### config.mk
export PLATFORM = sky130hd
export DESIGN_NAME = first_fit_granule_allocator
export DESIGN_NICKNAME = d
export VERILOG_FILES = /design/src/hdl/ffga_pkg.sv /design/src/hdl/first_fit_granule_allocator.sv /design/src/hdl/ffga_ram.sv /design/src/hdl/ffga_engine.sv
export SDC_FILE = /design/constraint.sdc
export NUM_CORES = 1
export LEC_CHECK = 0
export ABC_AREA = 1
export ABC_CLOCK_PERIOD_IN_PS = 11000
export BUFFER_PORTS_ARGS = -buffer_cell sky130_fd_sc_hd__buf_2
export CORE_MARGIN = 2
export CORE_UTILIZATION = 62
export DETAILED_ROUTE_END_ITERATION = 8
export GPL_TIMING_DRIVEN = 0
export HOLD_SLACK_MARGIN = 0.12
export PLACE_DENSITY = 0.91
export SYNTH_ARGS = -nofsm -noshare
export SYNTH_HDL_FRONTEND = slang
export SYNTH_SLANG_ARGS = --single-unit
### constraint.sdc
create_clock -name clk -period 11 [get_ports clk]
set_clock_uncertainty 0.05 [all_clocks]
set_input_delay 1.65 -clock clk [delete_from_list [all_inputs] [get_ports clk]]
set_output_delay 1.65 -clock clk [all_outputs]
set_load 0.02 [all_outputs]
### src/hdl/ffga_pkg.sv
// Shared types and constants for the first-fit granule allocator.
package ffga_pkg;

    localparam int GRAN_BYTES  = 16;
    localparam int GRAN_SHIFT  = 4;
    localparam int MAX_ENTRIES = 16;
    localparam int MAX_GRANULES = 4096;

    localparam int IDX_W   = 4;
    localparam int CNT_W   = 5;
    localparam int START_W = 12;
    localparam int SIZE_W  = 13;
    localparam int CAP_W   = 13;
    localparam int REQ_W   = 14;

    localparam logic [CAP_W-1:0] CAP_RESET = CAP_W'(MAX_GRANULES);

    localparam logic ACT_ALLOC = 1'b0;
    localparam logic ACT_FREE  = 1'b1;

    typedef enum logic [1:0] {
        ST_OK         = 2'd0,
        ST_NO_SPACE   = 2'd1,
        ST_TABLE_FULL = 2'd2,
        ST_NOT_FOUND  = 2'd3
    } status_t;

    typedef enum logic [2:0] {
        S_IDLE,
        S_A_CHECK,
        S_A_SCAN,
        S_A_WRITE,
        S_F_CHECK,
        S_F_SCAN,
        S_F_SHIFT,
        S_DONE
    } fsm_t;

    typedef struct packed {
        logic        action;
        logic [16:0] amount_bytes;
        logic [15:0] block_offset;
    } req_t;

    typedef struct packed {
        status_t     status;
        logic [15:0] granted_offset;
        logic [16:0] used_bytes;
        logic [4:0]  live_entries;
    } rsp_t;

    typedef struct packed {
        logic [START_W-1:0] start;
        logic [SIZE_W-1:0]  size;
    } entry_t;

    typedef struct packed {
        logic start;
        logic ack;
    } eng_ctl_t;

    typedef struct packed {
        logic idle;
        logic done;
    } eng_sts_t;

endpackage

### src/hdl/first_fit_granule_allocator.sv
// Top level: request and result channels, capacity register, result register.
//
//  channel  signals                      dir  payload
//  request  req_valid, req_stall, req    in   action, amount_bytes, block_offset
//  result   rsp_valid, rsp_stall, rsp    out  status, granted_offset, used_bytes,
//                                              live_entries
//  config   cfg_we, cfg_data             in   capacity_granules
//
// Allocate runs a first-fit search that reads one table entry per cycle from the entry
// RAM, n live entries per pass, p passes (at most n+1).
// Free searches up to the match, then shifts the later entries down one slot each cycle.
// Reset clears the entry count, used total and capacity (4096); no clearing pass.
// A finished result waits in the output register while the next item is taken.
module first_fit_granule_allocator (
    input  logic                       clk,
    input  logic                       rst_n,
    input  logic                       req_valid,
    output logic                       req_stall,
    input  ffga_pkg::req_t             req,
    output logic                       rsp_valid,
    input  logic                       rsp_stall,
    output ffga_pkg::rsp_t             rsp,
    input  logic                       cfg_we,
    input  logic [ffga_pkg::CAP_W-1:0] cfg_data
);

    logic [ffga_pkg::CAP_W-1:0] cap_reg;
    logic                       rsp_valid_reg, rsp_valid_next;
    ffga_pkg::rsp_t             rsp_reg, rsp_next;
    ffga_pkg::eng_ctl_t         ctl;
    ffga_pkg::eng_sts_t         sts;
    ffga_pkg::rsp_t             res;

    ffga_engine u_engine (
        .clk   (clk),
        .rst_n (rst_n),
        .cap   (cap_reg),
        .ctl   (ctl),
        .req   (req),
        .sts   (sts),
        .res   (res)
    );

    // capacity register
    always_ff @(posedge clk or negedge rst_n)
    begin
        if (!rst_n)
        begin
            cap_reg <= ffga_pkg::CAP_RESET;
        end
        else if (cfg_we)
        begin
            cap_reg <= cfg_data;
        end
    end

    // handshake: take an item when idle, hand over a result when the slot frees
    always_comb
    begin
        ctl.start      = req_valid && sts.idle;
        ctl.ack        = sts.done && (!rsp_valid_reg || !rsp_stall);
        req_stall      = !sts.idle;
        rsp_next       = ctl.ack ? res : rsp_reg;
        if (ctl.ack)
        begin
            rsp_valid_next = 1'b1;
        end
        else if (!rsp_stall)
        begin
            rsp_valid_next = 1'b0;
        end
        else
        begin
            rsp_valid_next = rsp_valid_reg;
        end
    end

    // result register
    always_ff @(posedge clk or negedge rst_n)
    begin
        if (!rst_n)
        begin
            rsp_valid_reg <= 1'b0;
        end
        else
        begin
            rsp_valid_reg <= rsp_valid_next;
        end
    end

    always_ff @(posedge clk)
    begin
        rsp_reg <= rsp_next;
    end

    assign rsp_valid = rsp_valid_reg;
    assign rsp       = rsp_reg;

endmodule

### src/hdl/ffga_ram.sv
// Generic simple dual-port RAM with registered read data.
module ffga_ram #(
    parameter int WIDTH = 8,
    parameter int DEPTH = 16
) (
    input  logic                     clk,
    input  logic                     we,
    input  logic [$clog2(DEPTH)-1:0] waddr,
    input  logic [WIDTH-1:0]         wdata,
    input  logic [$clog2(DEPTH)-1:0] raddr,
    output logic [WIDTH-1:0]         rdata
);

    logic [WIDTH-1:0] mem [DEPTH];

    // write port and registered read port
    always_ff @(posedge clk)
    begin
        if (we)
        begin
            mem[waddr] <= wdata;
        end
        rdata <= mem[raddr];
    end

endmodule

### src/hdl/ffga_engine.sv
// Allocation table sequencer: first-fit search, append and free with compaction.
module ffga_engine (
    input  logic                         clk,
    input  logic                         rst_n,
    input  logic [ffga_pkg::CAP_W-1:0]   cap,
    input  ffga_pkg::eng_ctl_t           ctl,
    input  ffga_pkg::req_t               req,
    output ffga_pkg::eng_sts_t           sts,
    output ffga_pkg::rsp_t               res
);

    ffga_pkg::fsm_t                   state_reg, state_next;
    ffga_pkg::req_t                   req_reg, req_next;
    logic [ffga_pkg::CNT_W-1:0]       cnt_reg, cnt_next;
    logic [ffga_pkg::CAP_W-1:0]       used_reg, used_next;
    logic [ffga_pkg::CAP_W-1:0]       s_reg, s_next;
    logic [ffga_pkg::REQ_W-1:0]       size_reg, size_next;
    logic [ffga_pkg::IDX_W-1:0]       k_reg, k_next;
    logic [ffga_pkg::CNT_W-1:0]       clean_reg, clean_next;
    ffga_pkg::status_t                stat_reg, stat_next;
    logic [15:0]                      grant_reg, grant_next;

    logic [ffga_pkg::IDX_W-1:0]       rd_addr;
    logic [ffga_pkg::IDX_W-1:0]       wr_addr;
    logic                             wr_en;
    ffga_pkg::entry_t                 wr_data;
    ffga_pkg::entry_t                 rd_data;

    logic [ffga_pkg::CAP_W-1:0]       cap_eff;
    logic [ffga_pkg::CAP_W-1:0]       avail;
    logic [ffga_pkg::REQ_W-1:0]       size_calc;
    logic [ffga_pkg::REQ_W-1:0]       ent_end;
    logic                             hit;
    logic                             match;
    logic [ffga_pkg::CNT_W-1:0]       k_inc;
    logic [ffga_pkg::IDX_W-1:0]       k_wrap;
    logic [ffga_pkg::CNT_W-1:0]       clean_inc;

    // entry table
    ffga_ram #(
        .WIDTH ($bits(ffga_pkg::entry_t)),
        .DEPTH (ffga_pkg::MAX_ENTRIES)
    ) u_table (
        .clk   (clk),
        .we    (wr_en),
        .waddr (wr_addr),
        .wdata (wr_data),
        .raddr (rd_addr),
        .rdata (rd_data)
    );

    // region size, free total and request size in granules
    always_comb
    begin
        cap_eff   = (cap > ffga_pkg::CAP_RESET) ? ffga_pkg::CAP_RESET : cap;
        avail     = (cap_eff > used_reg) ? (cap_eff - used_reg) : '0;
        size_calc = ffga_pkg::REQ_W'((18'(req_reg.amount_bytes)
                    + 18'(ffga_pkg::GRAN_BYTES - 1)) >> ffga_pkg::GRAN_SHIFT);
    end

    // entry compare against the current candidate start
    always_comb
    begin
        ent_end   = ffga_pkg::REQ_W'(rd_data.start) + ffga_pkg::REQ_W'(rd_data.size);
        hit       = (ffga_pkg::REQ_W'(s_reg) < ent_end) &&
                    (15'(rd_data.start) < (15'(s_reg) + 15'(size_reg)));
        match     = (req_reg.block_offset[ffga_pkg::GRAN_SHIFT-1:0] == '0) &&
                    (rd_data.start == req_reg.block_offset[15:ffga_pkg::GRAN_SHIFT]);
        k_inc     = ffga_pkg::CNT_W'(k_reg) + 1'b1;
        k_wrap    = (k_inc == cnt_reg) ? '0 : k_inc[ffga_pkg::IDX_W-1:0];
        clean_inc = clean_reg + 1'b1;
    end

    // state and control registers
    always_ff @(posedge clk or negedge rst_n)
    begin
        if (!rst_n)
        begin
            state_reg <= ffga_pkg::S_IDLE;
            cnt_reg   <= '0;
            used_reg  <= '0;
        end
        else
        begin
            state_reg <= state_next;
            cnt_reg   <= cnt_next;
            used_reg  <= used_next;
        end
    end

    // working registers
    always_ff @(posedge clk)
    begin
        req_reg   <= req_next;
        s_reg     <= s_next;
        size_reg  <= size_next;
        k_reg     <= k_next;
        clean_reg <= clean_next;
        stat_reg  <= stat_next;
        grant_reg <= grant_next;
    end

    // sequencer
    always_comb
    begin
        state_next = state_reg;
        req_next   = req_reg;
        cnt_next   = cnt_reg;
        used_next  = used_reg;
        s_next     = s_reg;
        size_next  = size_reg;
        k_next     = k_reg;
        clean_next = clean_reg;
        stat_next  = stat_reg;
        grant_next = grant_reg;
        rd_addr    = '0;
        wr_en      = 1'b0;
        wr_addr    = k_reg;
        wr_data    = rd_data;
        sts.idle   = 1'b0;
        sts.done   = 1'b0;

        unique case (state_reg)
            ffga_pkg::S_IDLE:
            begin
                sts.idle = 1'b1;
                if (ctl.start)
                begin
                    req_next   = req;
                    grant_next = '0;
                    state_next = (req.action == ffga_pkg::ACT_ALLOC) ?
                                 ffga_pkg::S_A_CHECK : ffga_pkg::S_F_CHECK;
                end
            end

            ffga_pkg::S_A_CHECK:
            begin
                size_next  = size_calc;
                s_next     = '0;
                k_next     = '0;
                clean_next = '0;
                if (size_calc > ffga_pkg::REQ_W'(avail))
                begin
                    stat_next  = ffga_pkg::ST_NO_SPACE;
                    state_next = ffga_pkg::S_DONE;
                end
                else if (cnt_reg >= ffga_pkg::CNT_W'(ffga_pkg::MAX_ENTRIES))
                begin
                    stat_next  = ffga_pkg::ST_TABLE_FULL;
                    state_next = ffga_pkg::S_DONE;
                end
                else if (cap_eff == '0)
                begin
                    stat_next  = ffga_pkg::ST_NO_SPACE;
                    state_next = ffga_pkg::S_DONE;
                end
                else if (cnt_reg == '0)
                begin
                    state_next = ffga_pkg::S_A_WRITE;
                end
                else
                begin
                    state_next = ffga_pkg::S_A_SCAN;
                end
            end

            ffga_pkg::S_A_SCAN:
            begin
                // jump past a hit entry, stop once every entry has passed in a row
                if (hit)
                begin
                    clean_next = 5'd1;
                    if ((ent_end >= ffga_pkg::REQ_W'(cap_eff)) ||
                        ((15'(ent_end) + 15'(size_reg)) > 15'(cap_eff)))
                    begin
                        stat_next  = ffga_pkg::ST_NO_SPACE;
                        state_next = ffga_pkg::S_DONE;
                    end
                    else
                    begin
                        s_next = ent_end[ffga_pkg::CAP_W-1:0];
                        if (cnt_reg == 5'd1)
                        begin
                            state_next = ffga_pkg::S_A_WRITE;
                        end
                    end
                end
                else
                begin
                    clean_next = clean_inc;
                    if (clean_inc == cnt_reg)
                    begin
                        state_next = ffga_pkg::S_A_WRITE;
                    end
                end
                rd_addr = k_wrap;
                k_next  = k_wrap;
            end

            ffga_pkg::S_A_WRITE:
            begin
                wr_en         = 1'b1;
                wr_addr       = cnt_reg[ffga_pkg::IDX_W-1:0];
                wr_data.start = s_reg[ffga_pkg::START_W-1:0];
                wr_data.size  = size_reg[ffga_pkg::SIZE_W-1:0];
                cnt_next      = cnt_reg + 1'b1;
                used_next     = used_reg + size_reg[ffga_pkg::CAP_W-1:0];
                stat_next     = ffga_pkg::ST_OK;
                grant_next    = 16'(s_reg) << ffga_pkg::GRAN_SHIFT;
                state_next    = ffga_pkg::S_DONE;
            end

            ffga_pkg::S_F_CHECK:
            begin
                k_next = '0;
                if (cnt_reg == '0)
                begin
                    stat_next  = ffga_pkg::ST_NOT_FOUND;
                    state_next = ffga_pkg::S_DONE;
                end
                else
                begin
                    state_next = ffga_pkg::S_F_SCAN;
                end
            end

            ffga_pkg::S_F_SCAN:
            begin
                rd_addr = k_inc[ffga_pkg::IDX_W-1:0];
                if (match)
                begin
                    used_next  = used_reg - rd_data.size;
                    stat_next  = ffga_pkg::ST_OK;
                    state_next = ffga_pkg::S_F_SHIFT;
                end
                else if (k_inc == cnt_reg)
                begin
                    stat_next  = ffga_pkg::ST_NOT_FOUND;
                    state_next = ffga_pkg::S_DONE;
                end
                else
                begin
                    k_next = k_inc[ffga_pkg::IDX_W-1:0];
                end
            end

            ffga_pkg::S_F_SHIFT:
            begin
                // move the next entry down one slot to close the gap
                if (k_inc < cnt_reg)
                begin
                    wr_en   = 1'b1;
                    wr_addr = k_reg;
                    rd_addr = k_reg + 2'd2;
                    k_next  = k_inc[ffga_pkg::IDX_W-1:0];
                end
                else
                begin
                    cnt_next   = cnt_reg - 1'b1;
                    state_next = ffga_pkg::S_DONE;
                end
            end

            ffga_pkg::S_DONE:
            begin
                sts.done = 1'b1;
                if (ctl.ack)
                begin
                    state_next = ffga_pkg::S_IDLE;
                end
            end

            default:
            begin
                state_next = ffga_pkg::S_IDLE;
            end
        endcase
    end

    // result item
    always_comb
    begin
        res.status         = stat_reg;
        res.granted_offset = grant_reg;
        res.used_bytes     = 17'(used_reg) << ffga_pkg::GRAN_SHIFT;
        res.live_entries   = cnt_reg;
    end

`ifndef ASSERT_OFF
    a_cnt_bound: assert property (@(posedge clk) disable iff (!rst_n)
        cnt_reg <= ffga_pkg::CNT_W'(ffga_pkg::MAX_ENTRIES))
        else $error("entry count above table depth");

    a_scan_start: assert property (@(posedge clk) disable iff (!rst_n)
        (state_reg == ffga_pkg::S_A_SCAN) |-> (s_reg < cap_eff))
        else $error("candidate start outside region during scan");

    a_append: assert property (@(posedge clk) disable iff (!rst_n)
        (state_reg == ffga_pkg::S_A_WRITE) |=> (cnt_reg == $past(cnt_reg) + 1'b1))
        else $error("append did not grow the table");

    a_used_cap: assert property (@(posedge clk) disable iff (!rst_n)
        (state_reg == ffga_pkg::S_A_WRITE) |=> (used_reg <= ffga_pkg::CAP_RESET))
        else $error("used total beyond largest region");
`endif

endmodule

---- Yosys cells after proc, flatten, opt, wreduce, memory -nomap -nowiden ----
Memories as Yosys holds them, arrays and structs flattened. A register that Yosys moved wholly into a read port is not among the register bits.
Cells that the tools add are included.
storage, ports and cells
  bits in registers ....................... 158
  bits in latches ......................... 0
  bits in writable memories ............... 400
  memory bits (read-only) ................. 0
  input port bits ......................... 52
  output and inout port bits .............. 42
  word-level logic and storage cells ...... 149
  memories ................................ 1
memory list
  memory                words  width  rd ports  clocked after Yosys merged registers in  write ports  RTL line        source
  u_engine.u_table.mem  16     25     1         1                                        1            ffga_ram.sv:14  logic [WIDTH-1:0] mem [DEPTH];
cells by class
  $add $sub $neg .......................... 12
  multiply operators ...................... 0
  div/mod/pow operators ................... 0
  $lt $le $gt $ge ......................... 9
  equality and inequality tests ........... 27
  shift operators ......................... 0
  multiplexer cells ....................... 55
  bitwise gates (word level) .............. 0
  reduce and logical (&&, ||, !) cells .... 28
operators with widths
  cell                                                              count
  13-bit two-way mux                                                5
  13-bit case mux with 2 select lines                               2
  3-bit two-way mux                                                 13
  16-bit case mux with 2 select lines                               1
  13-bit subtractor                                                 2
  25-bit two-way mux                                                1
  4-bit two-way mux                                                 6
  3-bit case mux with 8 select lines                                1
  5-bit case mux with 2 select lines                                2
  17-bit by 4-bit adder with 18-bit output (second input constant)  1
  2-bit two-way mux                                                 9
  16-bit two-way mux                                                1
  4-bit case mux with 4 select lines                                1
  13-bit by 14-bit adder with 15-bit output                         1
  14-bit by 14-bit adder with 15-bit output                         1
  15-bit by 13-bit greater-than comparator with 1-bit output        1
  12-bit by 15-bit less-than comparator with 1-bit output           1
  12-bit by 13-bit adder with 14-bit output                         1
  14-bit by 13-bit >= comparator with 1-bit output                  1
  14-bit by 13-bit greater-than comparator with 1-bit output        1
  13-bit by 14-bit less-than comparator with 1-bit output           1
  13-bit adder                                                      1
  13-bit greater-than comparator                                    1
  13-bit greater-than comparator (second input constant)            1
  other kinds (37)                                                  75

---- Logic depth before layout (Yosys ltp) ----
  depth after elaboration ................. 7
  depth in mapped cells ................... 37
  gate-level depth less buffers ........... 36

---- By module ----
From an unflattened synthesis, not the netlist that was laid out.
second synthesis, totals
  cells, all modules ...................... 3122
  area total of the unflattened synthesis .. 29826.1 um^2
modules (own cells, without submodules)
  module                       times used  cells each  area an instance (um^2)  sequential area each (um^2)
  ffga_ram                     1           1663        17852.1                  12512.0
  ffga_engine                  1           1356        10224.8                  3017.9
  first_fit_granule_allocator  1           103         1749.2                   1552.7

---- Worst setup path before layout ----
Ideal clock, no wire load.
  path type ............................... register -> register
  start ................................... register u_engine.u_table.rdata[0], read port of u_engine.u_table.mem
  end ..................................... register u_engine.s_reg[0] (netlist bit) (enable)
  setup time .............................. 0.356 ns
  arrival time ............................ 3.869 ns
  data required time ...................... 10.594 ns
  path slack .............................. 6.725 ns
  stages on the path, launching flop included .. 26
  path buffers ............................ 0
  clock period less this slack ............ 4.275 ns
  cells stage by stage .................... dfxtp_1 ha_1 fa_1 nand3_1 nand2_1 nand2_1 nand2_1 or2_2 nand2_1 inv_1 ha_1 nand2_1 inv_1 a21oi_1 nand3_1 a31oi_1 xnor2_1 ha_1 a21oi_1 a21boi_0 nand2_1 a21oi_1 nand3_1 inv_1 nand2_1 nand2_1
on the way
  word-level cells in the longest chain between the ends .. 6
  elaborated cells on any way between the ends .. 10
  classes of those cells .................. add/sub (2); order compare (3); eq/ne (2); reduce/logical (3)
ends and longest elaborated chain
  item                                                        RTL line            source
  from (decl)                                                 ffga_ram.sv:11      output logic [WIDTH-1:0] rdata
  12-bit by 13-bit adder with 14-bit output *                 ffga_engine.sv:64   ent_end = ffga_pkg::REQ_W'(rd_data.start) + ffga_pkg::REQ_W'(rd_data.size);
  via u_engine.ent_end, one bit                               ffga_engine.sv:32   logic [ffga_pkg::REQ_W-1:0] ent_end;
  14-bit by 14-bit adder with 15-bit output                   ffga_engine.sv:174  ((15'(ent_end) + 15'(size_reg)) > 15'(cap_eff)))
  15-bit by 13-bit greater-than comparator with 1-bit output  ffga_engine.sv:174
  1-bit logical OR                                            ffga_engine.sv:173  if ((ent_end >= ffga_pkg::REQ_W'(cap_eff)) ||
  2-bit != test (no source line)                              --
  3-bit AND reduction (no source line) *                      --
  to (signal assigned)                                        ffga_engine.sv:95   s_reg <= s_next;
  to (decl)                                                   ffga_engine.sv:16   logic [ffga_pkg::CAP_W-1:0] s_reg, s_next;
The timed path passes the listed nets; every way through them passes the cells marked *.
A chain may end at the register's enable or synchronous reset.

---- Worst setup path in the final report ----
  start ................................... register cap_reg[0] (netlist bit)
  end ..................................... register u_engine.stat_reg[0] (enable)
on the way
  word-level cells in the longest chain between the ends .. 7
  elaborated cells on any way between the ends .. 13
  classes of those cells .................. add/sub (1); order compare (5); eq/ne (2); mux (2); reduce/logical (3)
ends and longest elaborated chain
  item                                                                        RTL line                           source
  from (decl)                                                                 first_fit_granule_allocator.sv:27  logic [ffga_pkg::CAP_W-1:0] cap_reg;
  from (signal assigned)                                                      first_fit_granule_allocator.sv:49  cap_reg <= ffga_pkg::CAP_RESET;
  from (signal assigned)                                                      first_fit_granule_allocator.sv:53  cap_reg <= cfg_data;
  13-bit greater-than comparator                                              ffga_engine.sv:55                  cap_eff = (cap > ffga_pkg::CAP_RESET) ? ffga_pkg::CAP_RESET : cap;
  13-bit two-way mux *                                                        ffga_engine.sv:55
  13-bit subtractor / 13-bit greater-than comparator (equally long branches)  ffga_engine.sv:56                  avail = (cap_eff > used_reg) ? (cap_eff - used_reg) : '0;
  13-bit two-way mux                                                          ffga_engine.sv:56
  14-bit by 13-bit greater-than comparator with 1-bit output                  ffga_engine.sv:142                 if (size_calc > ffga_pkg::REQ_W'(avail))
  4-bit by 1-bit != test with 1-bit output (no source line)                   --
  6-bit AND reduction (no source line) *                                      --
  to (signal assigned)                                                        ffga_engine.sv:99                  stat_reg <= stat_next;
  to (decl)                                                                   ffga_engine.sv:20                  ffga_pkg::status_t stat_reg, stat_next;
Mark *: on every way between the ends. The rest lies on a longest branch, timed or not.

==> results_dict.tcl <==
set metrics [dict create \
    slew_headroom_pct 4.81 \
    synth_edf_count 515 \
    critPathTopFamily "simple AND/OR/NAND/NOR gates" \
    post-route-util_pct 70.1 \
    postCtsResizedCells 0 \
    row_count 78 \
    outcome "finished with violations" \
    drtIter0Drc 3551 \
    tightest_slew_ps 1430 \
    synth.largest_area_cell "edfxtp_1" \
    ys_types 53 \
    first_pass_iters 9 \
    path_depth 33 \
    fin_nets 3159 \
    violations "design-rule violations" \
    worstPathMaxFanout 10 \
    dieHeight_um 219 \
    setup_viol 0 \
    wire_per_inst_um 23.1 \
    clk_latency_ps 650 \
    required_ps 11240 \
    cp-end-kind "flip-flop" \
    async_flop_share_pct 6.09 \
    htree_levels 2 \
    die_area_um2 48000 \
    slowest_stage "nor2_1" \
    period_share_pct 50.3 \
    cts-buffers-inserted 55 \
    pin_count 94 \
    coreArea_um2 45500 \
    postCtsSetupBuffers 0 \
    cap_violations 0 \
    synth_area_um2 28700 \
    cts_tree "built" \
    min_path_cells 0 \
    grt_pass1_wl_um 125000 \
    yosysSeqAreaShare_pct 58.7 \
    antenna_found_initial 0 \
    period_needed_ps 5530 \
    yosys_register_bits 575 \
    max_stage_delay_ps 410 \
    crit_buf_inv 5 \
    gr-total-overflow 0 \
    drive_above_1_share_pct 9.84 \
    path_clk_slew_ps 70 \
    root_buffer "clkbuf_16" \
    ff2ff_path_depth 33 \
    worstPathArrival_ps 5770 \
    cpMostUsedCell "nand2_1" \
    diodes 0 \
    clock.fmax_mhz 181 \
    ant_nets 0 \
    hold_viol 0 \
    gp_congestion 0.972 \
    mostFrequentLayoutCell "nand2_1" \
    fin_tns_setup_ps 0 \
    portBuffers 85 \
    most-common-layout-cells "555 x nand2_1, 515 x edfxtp_1, 430 x inv_1" \
    grt_usage_pct 34.9 \
    place_hpwl_um 57000 \
    cts.sinks 575 \
    dieWidth_um 219 \
    slew_violations 0 \
    synth_top_cell_area_share_pct 53.9 \
    route.detailed.drc 1 \
    vias_per_cell 6.26 \
    ff2ff_setup_slack_ps 5470 \
    route.vias.total 22584 \
    start_kind "flip-flop" \
    synth_area_leaders "edfxtp_1 54%, nand2_1 7.3%, ha_1 6.1%, inv_1 5.6%, o211ai_1 4.7%" \
    grt_pass1_vias 22276 \
    clock_path_buffers 3 \
    path_class "reg -> reg" \
    fill_cells 3037 \
    rsz0062_at_grt "no" \
    syn_to_final_growth_pct 11.3 \
    postCtsHoldBufs 0 \
    largest_reg_flops 400 \
    grt_max_degree 36 \
    ys.flop_type "edfxtp_1" \
    syn_inst 2794 \
    ys_warn_count 0 \
    finalWirelength_um 83200 \
    hold_class "reg -> reg" \
    start_util_pct 63.0 \
    synth_area_per_cell_um2 10.3 \
]
## synth_stat cells, drive strengths merged (2+ instances only)
| master | number |
|---|---|
| a21oi | 119 |
| fa | 5 |
| nand3b | 6 |
| dfxtp | 25 |
| o221ai | 2 |
| nor4 | 2 |
| nor2 | 163 |
| ha | 139 |
| clkbuf | 33 |
| o22ai | 6 |
| a31oi | 9 |
| or2 | 19 |
| xnor2 | 23 |
| o21bai | 15 |
| and3 | 3 |
| a22oi | 2 |
| nand2 | 555 |
| and2 | 4 |
| clkinv | 2 |
| inv | 436 |
| nor3b | 2 |
| nand4 | 12 |
| xor2 | 50 |
| o2111ai | 3 |
| dfrtp | 34 |
| o21a | 3 |
| o21ai | 104 |
| edfxtp | 515 |
| o211ai | 179 |
| buf | 70 |
| a21o | 4 |
| nand3 | 216 |
| a21boi | 3 |
| nor3 | 25 |
## logic make-up after synthesis
group | synth area share, %
XOR/XNOR | 2.23
flip-flops | 58.7
AND/OR/NAND/NOR | 14.9
other | 0.0131
adder cells (fa/ha/maj) | 6.42
AO/OA/AOI/OAI | 9.93
buffers and inverters | 7.72
multiplexers | 0.0349
## routing by layer
layer | up-vias | share of wire, % | track usage (%)
met1 | 10484 | 36 | 45.1
met4 | 0 | 6.3 | 20.0
li1 | 9880 | - | -
met5 | - | 0 | 0
met3 | 394 | 14 | 9.56
met2 | 1826 | 44 | 53.2
## through the flow
step           std cells  setup WS (ps)  hold slack (ps)  cell area [um2]
2_1_floorplan       2801           6730              350            28700
3_3_place_gp        3486           5690              352            29900
3_5_place_dp        3504           5640              358            30100
4_1_cts             3606           5600              374            31900
5_1_grt             3608           4990              373            31900
6_report            3608           5470              371            31900
## area by class of cell
cell class	instances	area [um2]	area share [%]
well taps	600	751	2.35
plain buffers	103	568	1.78
clock buffers	68	1470	4.60
flip-flops and latches	575	16800	52.8
repair buffers	105	627	1.96
inverters	438	1640	5.15
multi-input cells	1685	9670	30.3
clock inverters	34	337	1.05
## worst register-to-register path: cells and delay by family, from the launching register on
kind / cells / cell delay (ps)
DFF: 1 / 380
buffers and inverters: 5 / 820
adders and majority gates: 2 / 560
and+or+nand+nor: 22 / 2870
AOI/OAI and AO/OA: 4 / 520
## final timing paths
path / start / to
max: cap_reg[0]$_DFFE_PN0P_ / u_engine.stat_reg[0]$_DFFE_PP_
min reg2reg: u_engine.grant_reg[12]$_SDFFCE_PN0P_ / rsp[34]$_DFFE_PP_
min: u_engine.grant_reg[12]$_SDFFCE_PN0P_ / rsp[34]$_DFFE_PP_
max reg2reg: cap_reg[0]$_DFFE_PN0P_ / u_engine.stat_reg[0]$_DFFE_PP_
min in group asynchronous: rst_n / rsp_valid$_DFFE_PN0P_
max in group asynchronous: rst_n / cap_reg[9]$_DFFE_PN0P_
Power is not shown: default switching activity piles up to over one toggle a cycle in this logic, so the estimate is an artifact.
